[src/rtl/lat_hist_pkg.sv]
`default_nettype none

package lat_hist_pkg;

   // Field widths fixed by the interface.
   localparam int SAMPLE_W  = 48;
   localparam int COUNT_W   = 32;
   localparam int SUM_W     = 64;
   localparam int INDEX_W   = 8;
   localparam int SPB_W     = 32;
   localparam int CSR_ADDR_W = 1;
   localparam int REQ_DATA_W = 56;
   localparam int RSP_DATA_W = 264;

   // Default number of bucket slots.
   localparam int DEF_BUCKET_SLOTS = 256;

   // Serial divider widths: the dividend holds 2*sample + p or 2*bin + n,
   // the divisor holds 2*p or 2*n.
   localparam int NUM_W = 51;
   localparam int DEN_W = 33;
   localparam int CNT_W = $clog2(NUM_W);

   // Commands carried in the request user field.
   typedef enum logic [1:0] {
      CMD_RECORD = 2'd0,
      CMD_READ   = 2'd1,
      CMD_STATS  = 2'd2,
      CMD_NONE   = 2'd3
   } cmd_type;

   // Configuration register indexes.
   localparam logic [CSR_ADDR_W-1:0] REG_SPB = 1'd0;
   localparam logic [CSR_ADDR_W-1:0] REG_NB  = 1'd1;

   // Divider request and response.
   typedef struct packed {
      logic             start;
      logic [NUM_W-1:0] num;
      logic [DEN_W-1:0] den;
   } div_req_type;

   typedef struct packed {
      logic             done;
      logic [NUM_W-1:0] quo;
   } div_rsp_type;

endpackage

`default_nettype wire

[src/rtl/lat_hist_div.sv]
`default_nettype none

// Restoring divider, one quotient bit per cycle, MSB first.
module lat_hist_div
   import lat_hist_pkg::*;
(
   input  wire logic        clock,
   input  wire logic        reset,
   input  div_req_type      div_req,
   output div_rsp_type      div_rsp
);

   logic             busy_ff, busy_in;
   logic             done_ff, done_in;
   logic [CNT_W-1:0] cnt_ff, cnt_in;
   logic [NUM_W-1:0] num_ff, num_in;
   logic [DEN_W-1:0] rem_ff, rem_in;
   logic [DEN_W-1:0] den_ff, den_in;
   logic [DEN_W:0]   trial;
   logic [DEN_W:0]   diff;
   logic             fits;

   // One shift-subtract step; quotient bits enter the dividend register.
   always_comb begin
      trial   = {rem_ff, num_ff[NUM_W-1]};
      diff    = trial - {1'b0, den_ff};
      fits    = trial >= {1'b0, den_ff};
      busy_in = busy_ff;
      done_in = 1'b0;
      cnt_in  = cnt_ff;
      num_in  = num_ff;
      rem_in  = rem_ff;
      den_in  = den_ff;
      if (div_req.start) begin
         busy_in = 1'b1;
         cnt_in  = '0;
         num_in  = div_req.num;
         rem_in  = '0;
         den_in  = div_req.den;
      end else if (busy_ff) begin
         num_in = {num_ff[NUM_W-2:0], fits};
         rem_in = fits ? diff[DEN_W-1:0] : trial[DEN_W-1:0];
         cnt_in = cnt_ff + CNT_W'(1);
         if (cnt_ff == CNT_W'(NUM_W - 1)) begin
            busy_in = 1'b0;
            done_in = 1'b1;
         end
      end
   end

   always_ff @(posedge clock) begin
      if (reset) begin
         busy_ff <= 1'b0;
         done_ff <= 1'b0;
      end else begin
         busy_ff <= busy_in;
         done_ff <= done_in;
      end
      cnt_ff <= cnt_in;
      num_ff <= num_in;
      rem_ff <= rem_in;
      den_ff <= den_in;
   end

   assign div_rsp.done = done_ff;
   assign div_rsp.quo  = num_ff;

endmodule

`default_nettype wire

[config.mk]
export PLATFORM = sky130hd
export DESIGN_NAME = lat_hist_div
export DESIGN_NICKNAME = d
export VERILOG_FILES = /design/src/rtl/lat_hist_pkg.sv /design/src/rtl/lat_hist_div.sv
export SDC_FILE = /design/constraint.sdc
export NUM_CORES = 1
export LEC_CHECK = 0
export BUFFER_PORTS_ARGS = -buffer_cell sky130_fd_sc_hd__buf_2
export CORE_UTILIZATION = 56
export CTS_BUF_LIST = sky130_fd_sc_hd__clkbuf_16
export CTS_CLUSTER_SIZE = 40
export DETAILED_ROUTE_END_ITERATION = 6
export GPL_ROUTABILITY_DRIVEN = 0
export PLACE_DENSITY = 0.86
export SLEW_MARGIN = 10
export SYNTH_ARGS = -nofsm -noshare
export SYNTH_HDL_FRONTEND = slang
export SYNTH_SLANG_ARGS = --single-unit
[constraint.sdc]
create_clock -name clock -period 3.8 [get_ports clock]
set_clock_uncertainty 0.15 [all_clocks]
set_input_delay 0.19 -clock clock [delete_from_list [all_inputs] [get_ports clock]]
set_output_delay 0.19 -clock clock [all_outputs]
set_load 0.01 [all_outputs]
# Yosys cells after proc, flatten, opt, wreduce, memory -nomap -nowiden

Index checks and enable logic that the tools add are counted.

Add/sub/neg operators: 2
Multipliers: 0
Divide/modulo/power cells: 0
Magnitude comparators: 1
Eq/ne operators: 1
Shifts and indexed selects: 0
Mux-type cells: 7
Bitwise operators: 1
Reduce and logical (&&, ||, !) cells: 2

Operators by type and width:

| cell                                                          | number |
|---|---|
| 51-bit 2-to-1 mux                                             | 2 |
| 34-bit by 33-bit >= comparator with 1-bit output              | 1 |
| 33-bit 2-to-1 mux                                             | 1 |
| 33-bit subtractor                                             | 1 |
| 6-bit by 1-bit adder with 6-bit output, second input constant | 1 |
| 6-bit == test, second input constant                          | 1 |
| 1-bit 2-to-1 mux                                              | 4 |
| 3-bit OR reduction                                            | 1 |
| 2-bit nonzero test                                            | 1 |
| 1-bit NOT                                                     | 1 |

Flip-flop bits (word level): 125
Latch bits: 0
Bits in writable memories: 0
Memory bits (read-only): 0
Input bits: 87
Output and inout port bits: 52
Word-level logic and storage cells: 20
Memories: 0

# Longest topological paths before layout

Gate-level depths: netlist of the first run.

Depth after elaboration: 4
Mapped depth: 15
Gate-level depth less buffers: 13

# Worst setup path after synthesis of the first run

OpenSTA, ideal clock, no wires.

Path type: register to register
From: register num_ff[50]
To: register rem_ff[12]
Library setup time: 0.091 ns
Arrival: 3.033 ns
Data required time: 3.559 ns
Setup slack: 0.526 ns
Cell stages (with the launch flop): 15
Buffers on the path: 2
Clock period less this slack: 3.274 ns
Cell sequence: edfxtp_1 -> inv_1 -> ha_1 -> inv_1 -> fa_1 -> a211oi_1 -> o21bai_1 -> a211oi_2 -> o211ai_1 -> a211oi_1 -> or2_1 -> clkbuf_1 -> buf_2 -> nand2_1 -> a311oi_1

Word-level cells in the longest chain between the ends: 2
Elaborated cells on any way between the ends: 3
Classes of those cells: add/sub (1); order compare (1); mux (1)

RTL lines:

| item                                                                                         | RTL line                               | source |
|---|---|---|
| from (decl)                                                                                  | lat_hist_div.sv:16                     | `logic [NUM_W-1:0] num_ff, num_in;` |
| from (signal assigned)                                                                       | lat_hist_div.sv:60                     | `num_ff <= num_in;` |
| 33-bit subtractor / 34-bit by 33-bit >= comparator with 1-bit output (equally long branches) | lat_hist_div.sv:26, lat_hist_div.sv:27 |  |
| 33-bit 2-to-1 mux *                                                                          | lat_hist_div.sv:42                     | `rem_in = fits ? diff[DEN_W-1:0] : trial[DEN_W-1:0];` |
| to (signal assigned)                                                                         | lat_hist_div.sv:61                     | `rem_ff <= rem_in;` |
| to (decl)                                                                                    | lat_hist_div.sv:17                     | `logic [DEN_W-1:0] rem_ff, rem_in;` |

Every way passes the cells marked *; elsewhere a longest branch is shown, timed or not.
A chain may end at the register's enable or synchronous reset.

# Worst setup path after layout of the first run

From: register num_ff[50]
To: register rem_ff[20]

The elaborated chain is that of the path after synthesis.

==> impl_metrics.yaml, run 1 <==
power:
  comb_power_share_pct: 21.4
  pwr-share-seq_pct: 39.8
  power_w: 0.00422
  p_per_area_nw_per_um2: 466
  ir_drop_mv: 0.417
  netSwitchingFraction_pct: 29.5
  power_frac_clock_pct: 38.8
  p_leak_nw: 3.91
  p_sw_w: 0.00125
  p_int_w: 0.00298
grt:
  grt_pass1_vias: 6172
  grt_max_degree: 68
  grt.overflow.total: 0
  groute.usage.overall_pct: 33.3
  grt_pass1_wl_um: 31900
  antenna_found_initial: 0
min_path:
  hold_class: "input port to flop"
  worstHoldEndpoint: "cnt_ff[2]"
  min_path_cells: 2
  hp-start: "div_req[84]"
cts:
  postCtsSetupBuffers: 0
  clk_pin_slew_ns: 0.06
  cts_num_sinks: 125
  numCtsBuffers: 17
  cts_max_path_buffers: 2
  clock_latency_ns: 0.44
  htreeDepth: 4
  cts-root-buf: "clkbuf_16"
  cts_tree: "done"
layout:
  antenna_cells: 0
  layoutNonFillerInstCount: 1010
  syn_to_final_growth_pct: 33.4
  layout-drive-gt1-share_pct: 27.7
  fillCellCount: 683
  design_area_um2: 9070
  final_nets: 977
run_status:
  status: "finished with violations"
  violations: "DRC"
critical_path:
  r2r_slack_ns: 0.28
  r2r_end: "rem_ff[20]"
  crit_required_ns: 3.97
  slowest_delay_ns: 0.42
  rr_worst_depth: 13
  critPathArrivalTime_ns: 3.68
  critPathMaxFanout: 7
  worstSetupStartpointType: "flop"
  crit_type: "flop to flop"
  r2r-start: "num_ff[50]"
  slowest_stage: "edfxtp_1"
  crit_chain: "inv_1, ha_1, inv_1, fa_1, a211oi_1, o21bai_1, a211oi_2, o211ai_1, a211oi_2, or2_4, buf_4, nand2_1, a311oi_1"
  endpoint_kind: "flop"
placement:
  pre_cts_ws_ns: 0.253
  dp_cells: 893
  hpwlAfterDp_um: 11200
  io_buffer_count: 138
  place_area_um2: 7630
detailed_routing:
  wl_per_cell_um: 20.0
  ant_nets: 0
  via_count: 5991
  first_pass_iters: 7
  viasPerCell: 5.93
  route.detailed.drc: 3
  drtIter0Drc: 599
  finalWirelength_um: 20200
synthesis:
  avgSynthCellArea_um2: 10.8
  synth-edff-count: 84
  synth_cell_type_count: 49
  synth-seq-area-share_pct: 49.2
  synth-main-ff-cell: "edfxtp_1"
  syn_inst: 632
  synth_area_leaders: "edfxtp_1 (37%), dfxtp_1 (12%), mux2_2 (8.6%), ha_1 (6.4%), nor2_1 (3.2%)"
  ys_warn_count: 0
  async_flop_share_pct: 0
  yosysTopAreaCellShare_pct: 37.1
  synth_largest_area_cell: "edfxtp_1"
  syn-cell-area_um2: 6800
  ys_ff_latch: 125
  syn_nets: 755
floorplanning:
  die-area_um2: 12600
  io_pins: 139
  dieWidth_um: 112
  core_um2: 11600
  start_util_pct: 58.6
  rows: 39
  die_h_um: 112
timing:
  finalHoldViolCount: 0
  final_max_slew_viol_count: 0
  finalSetupViolations: 0
  layout_min_cycle_time_ns: 3.52
  rsz0062_at_grt: "no"
  max_slew_margin_pct: 22.8
  max_slew.worst_pin.slew_ns: 1.16
  setup_slack_ns: 0.284
  fin_tns_setup_ns: 0
  fmax_mhz: 284
  fin_crit_sh_pct: 92.5
job:
  cap_violations: 0
==> cell type report <==
cell class / count / area [um2] / area share [%]
multi-input combinational: 441 / 3210 / 35.4
timing repair buffer: 231 / 1620 / 17.8
tap: 143 / 179 / 1.97
clock inverter: 15 / 149 / 1.64
clock buffer: 17 / 425 / 4.69
inverter: 38 / 143 / 1.57
sequential: 125 / 3340 / 36.9
==> critical path, delay by kind of cell (launching register included) <==
family	cells	cell delay, ns
AO/OA/AOI/OAI	6	1.66
adder cells (fa/ha/maj)	2	0.59
flip-flops	1	0.42
buffers and inverters	3	0.31
AND/OR/NAND/NOR	2	0.28
==> state kept, by name (all words and copies together) (netlist names) <==
signal,cells
rem_ff,33
cnt_ff,6
busy_ff,1
num_ff,51
done_ff,1
den_ff,33
==> worst max path at each step <==
stage,start,end,cells after the start
3_3_place_gp,den_ff[32],rem_ff[17],11
6_report,num_ff[50],rem_ff[20],13
3_5_place_dp,den_ff[32],rem_ff[14],11
2_1_floorplan,num_ff[50],rem_ff[12],14
4_1_cts,den_ff[32],rem_ff[14],11
5_1_grt,num_ff[50],rem_ff[20],13
==> routing by layer <==
metal	vias up	part of all wire (%)	GRT usage [%]
met5	-	0	0
li1	2755	-	-
met2	330	52	60.0
met4	0	5.7	20.7
met3	88	6.3	7.67
met1	2818	36	35.3
==> per-stage QoR <==
stage	util (%)	hold WS, ns
after floorplan	-	0.112
after global routing	78.1	0.194
final	78.1	0.145
after detailed placement	65.7	0.210
after global placement	65.7	0.210
after CTS	78.0	0.138
==> cell usage after synthesis (all sizes together) (5+ instances only) <==
cell	number
nor2	58
and2	5
a211oi	28
nand4	9
a21oi	38
nand2b	5
ha	35
edfxtp	84
o21ai	17
mux2	52
buf	11
inv	38
a21o	17
xnor2	19
clkbuf	17
nor3	8
a311oi	6
nand2	49
o21bai	5
xor2	15
nor2b	8
mux2i	15
o211ai	5
o21a	5
and3	6
dfxtp	41
==> layout by cell type (no fill, tap or decap), drive strengths merged, types with 5 or more instances in the layout <==
| master | synthesis | final |
|---|---|---|
| nand2b | 5 | 5 |
| a311oi | 6 | 6 |
| edfxtp | 84 | 84 |
| xor2 | 15 | 15 |
| and3 | 6 | 6 |
| ha | 35 | 35 |
| nor3 | 8 | 8 |
| dfxtp | 41 | 41 |
| xnor2 | 19 | 19 |
| o21a | 5 | 5 |
| a21o | 17 | 17 |
| nand4 | 9 | 9 |
| o21bai | 5 | 5 |
| o211ai | 5 | 5 |
| o21ai | 17 | 17 |
| buf | 11 | 146 |
| dlygate4sd3 | 0 | 85 |
| a211oi | 28 | 28 |
| clkbuf | 17 | 17 |
| mux2i | 15 | 15 |
| and2 | 5 | 5 |
| a21oi | 38 | 38 |
| nand2 | 49 | 49 |
| nor2b | 8 | 8 |
| clkinv | 0 | 6 |
| inv | 38 | 43 |
| nor2 | 58 | 58 |
| mux2 | 52 | 52 |
==> logic make-up (layout without fill, tap and decap cells) <==
kind of cell	count (synthesis)	in the layout	share of synthesized area (%)
compound gates	143	143	14.3
flops	125	125	49.2
mux	67	67	10.8
simple gates	161	161	10.8
xor+xnor	34	34	4.38
fa+ha+maj	36	36	6.73
buf+inv	66	301	3.79
==> what timing repair did <==
action                                  in CTS  in global routing
endpoints found under the setup margin       0                 27
endpoints found under the hold margin       86                  0
hold buffers                                85                  0
gates resized for setup                      0                  4
==> power groups by stage <==
stage | clock network (W) | logic (W) | registers [W]
after floorplan | 0 | 0.000526 | 0.00170
after global placement | 0 | 0.000761 | 0.00168
after detailed placement | 0 | 0.000789 | 0.00169
after CTS | 0.00160 | 0.000864 | 0.00166
after global routing | 0.00170 | 0.000979 | 0.00169
final | 0.00164 | 0.000905 | 0.00168
No activity file was read; power rests on OpenSTA's default activity.
==> run 2, diff against run 1 <==
--- a/config.mk
+++ b/config.mk
@@ -14,2 +14,3 @@
 export PLACE_DENSITY = 0.86
+export REMOVE_ABC_BUFFERS = 1
 export SLEW_MARGIN = 10
==> constraint.sdc (replaced) <==
create_clock -name clock -period 3.8 [get_ports clock]
set_clock_uncertainty 0.15 [all_clocks]
set_input_delay 0.76 -clock clock [delete_from_list [all_inputs] [get_ports clock]]
set_output_delay 0.76 -clock clock [all_outputs]
set_load 0.01 [all_outputs]
==> run 2 against run 1 <==
The flow still finishes with violations (DRC). Register-to-register slack lost 0.08 ns. Fmax shrank 2.3%. Flip-flop and latch count did not move. Via count down 9.7%. Global-route usage down 6.9 points. Design area decreased by 8.7%. Worst setup slack got worse by 0.084 ns. Combinational power shrank 9.8%. Largest cell class unchanged. Highest routed layer unchanged.
==> impl_metrics.yaml, run 2 (synthesis gave the netlist of run 1 again) <==
run_status:
  status: "finished with violations"
  violations: "DRC"
detailed_routing:
  first_pass_iters: 7
  via_count: 5411
  viasPerCell: 5.83
  drtIter0Drc: 372
  finalWirelength_um: 15900
  route.detailed.drc: 5
  ant_nets: 0
  wl_per_cell_um: 17.1
layout:
  final_common_cell: "buf_2"
  mostFrequentLayoutCells: "buf_2 (137), edfxtp_1 (84), nor2_1 (57)"
  fillCellCount: 824
  biggestRegsByFlops: "num_ff x51, den_ff x33, rem_ff x33"
  top_register: "num_ff"
  seqCellArea_um2: 3340
  layout-drive-gt1-share_pct: 31.3
  multi_input_area_um2: 3220
  postLayoutCoreUtil_pct: 71.3
  antenna_cells: 0
  final_nets: 895
  largest_reg_flops: 51
  syn_to_final_growth_pct: 21.7
cts:
  cts_tree: "done"
  cts_num_sinks: 125
  cts_max_path_buffers: 2
  cts-root-buf: "clkbuf_16"
  clk_pin_slew_ns: 0.06
  clock_latency_ns: 0.42
  htreeDepth: 4
  postCtsSetupBuffers: 0
  hold_buffers: 0
  numCtsBuffers: 17
timing:
  setup_slack_ns: 0.200
  fin_crit_sh_pct: 94.7
  finalSetupViolations: 0
  fmax_mhz: 278
  layout_min_cycle_time_ns: 3.60
  rsz0062_at_grt: "no"
  hold_ws_ns: 0.351
  max_slew_margin_pct: 54.1
  max_slew.worst_pin.slew_ns: 0.672
  final_max_slew_viol_count: 0
  finalHoldViolCount: 0
grt:
  grt_pass1_vias: 5444
  antenna_found_initial: 0
  grt_max_degree: 60
  grt.overflow.total: 0
  grt_pass1_wl_um: 25800
  groute.usage.overall_pct: 26.4
min_path:
  hold_class: "flop to flop"
  worstHoldEndpoint: "rem_ff[15]"
  min_path_cells: 2
  hp-start: "rem_ff[15]"
job:
  cap_violations: 0
critical_path:
  rr_worst_depth: 12
  critPathArrivalTime_ns: 3.80
  critPathLaunch: "den_ff[21]"
  slowest_stage: "nor2_4"
  endpoint_kind: "flop"
  worstSetupStartpointType: "flop"
  crit_chain: "inv_1, ha_1, and3_1, nand4_1, or3_1, o31ai_1, a41oi_1, nor2_4, buf_4, nand3_1, mux2_2, o211ai_2"
  r2r_end: "rem_ff[29]"
  slowest_delay_ns: 0.51
  crit_required_ns: 4.00
  critPathMaxFanout: 16
  r2r_slack_ns: 0.20
  r2r-start: "den_ff[21]"
  crit_type: "flop to flop"
floorplanning:
  core_um2: 11600
  rows: 39
  die-area_um2: 12600
  die_h_um: 112
  start_util_pct: 58.6
  dieWidth_um: 112
  io_pins: 139
power:
  p_per_area_nw_per_um2: 497
  p_leak_nw: 3.58
  ir_drop_mv: 0.386
placement:
  pre_cts_ws_ns: 0.271
  hpwlAfterDp_um: 11300
  io_buffer_count: 138
run 2: critical path: cells and delay by family (launching register included):
kind | cells | cell delay, ns
compound gates | 3 | 0.76
flops | 1 | 0.33
simple gates | 5 | 1.35
mux | 1 | 0.28
buf+inv | 2 | 0.32
fa+ha+maj | 1 | 0.35
run 2: layer usage:
metal | track usage [%] | vias up | share of wire [%]
met4 | 10.9 | 0 | 2.1
met5 | 0 | - | 0
met1 | 30.2 | 2533 | 40
met3 | 8.59 | 37 | 8.3
met2 | 45.6 | 252 | 50
li1 | - | 2589 | -
run 2: what timing repair did:
| action | in CTS | in global routing |
|---|---|---|
| setup endpoints to repair | 0 | 23 |
| resized for setup | 0 | 5 |
| hold endpoints to repair | 0 | 0 |
run 2: report_power, final:
part	total (W)	internal, W	leakage (nW)	switching [W]
Sequential	0.00167	0.00159	1.17	0.0000726
Combinational	0.000816	0.000364	2.11	0.000453
Clock	0.00163	0.000989	0.298	0.000643
Total	0.00411	0.00295	3.58	0.00117
run 2: worst max path at each step:
stage,to,slack [ns]
2_1_floorplan,rem_ff[29],-0.03
3_5_place_dp,rem_ff[29],0.27
3_3_place_gp,rem_ff[29],0.35
4_1_cts,rem_ff[29],0.19
6_report,rem_ff[29],0.20
5_1_grt,rem_ff[6],0.02
run 2: through the flow:
stage	std cells	instance area, um2	total power, W	TNS (ns)
floorplan	604	6690	0.00221	-0.0876
global placement	896	7660	0.00245	0
detailed placement	896	7660	0.00248	0
CTS	928	8260	0.00412	0
global route	928	8280	0.00428	0
finish	928	8280	0.00411	0
run 2: layout make-up:
cell class | instances | area share (%)
Clock buffer | 19 | 5.74
Clock inverter | 13 | 1.54
Inverter | 38 | 1.72
Multi-Input combinational cell | 441 | 38.9
Sequential cell | 125 | 40.4
Tap cell | 143 | 2.16
Timing Repair Buffer | 149 | 9.52
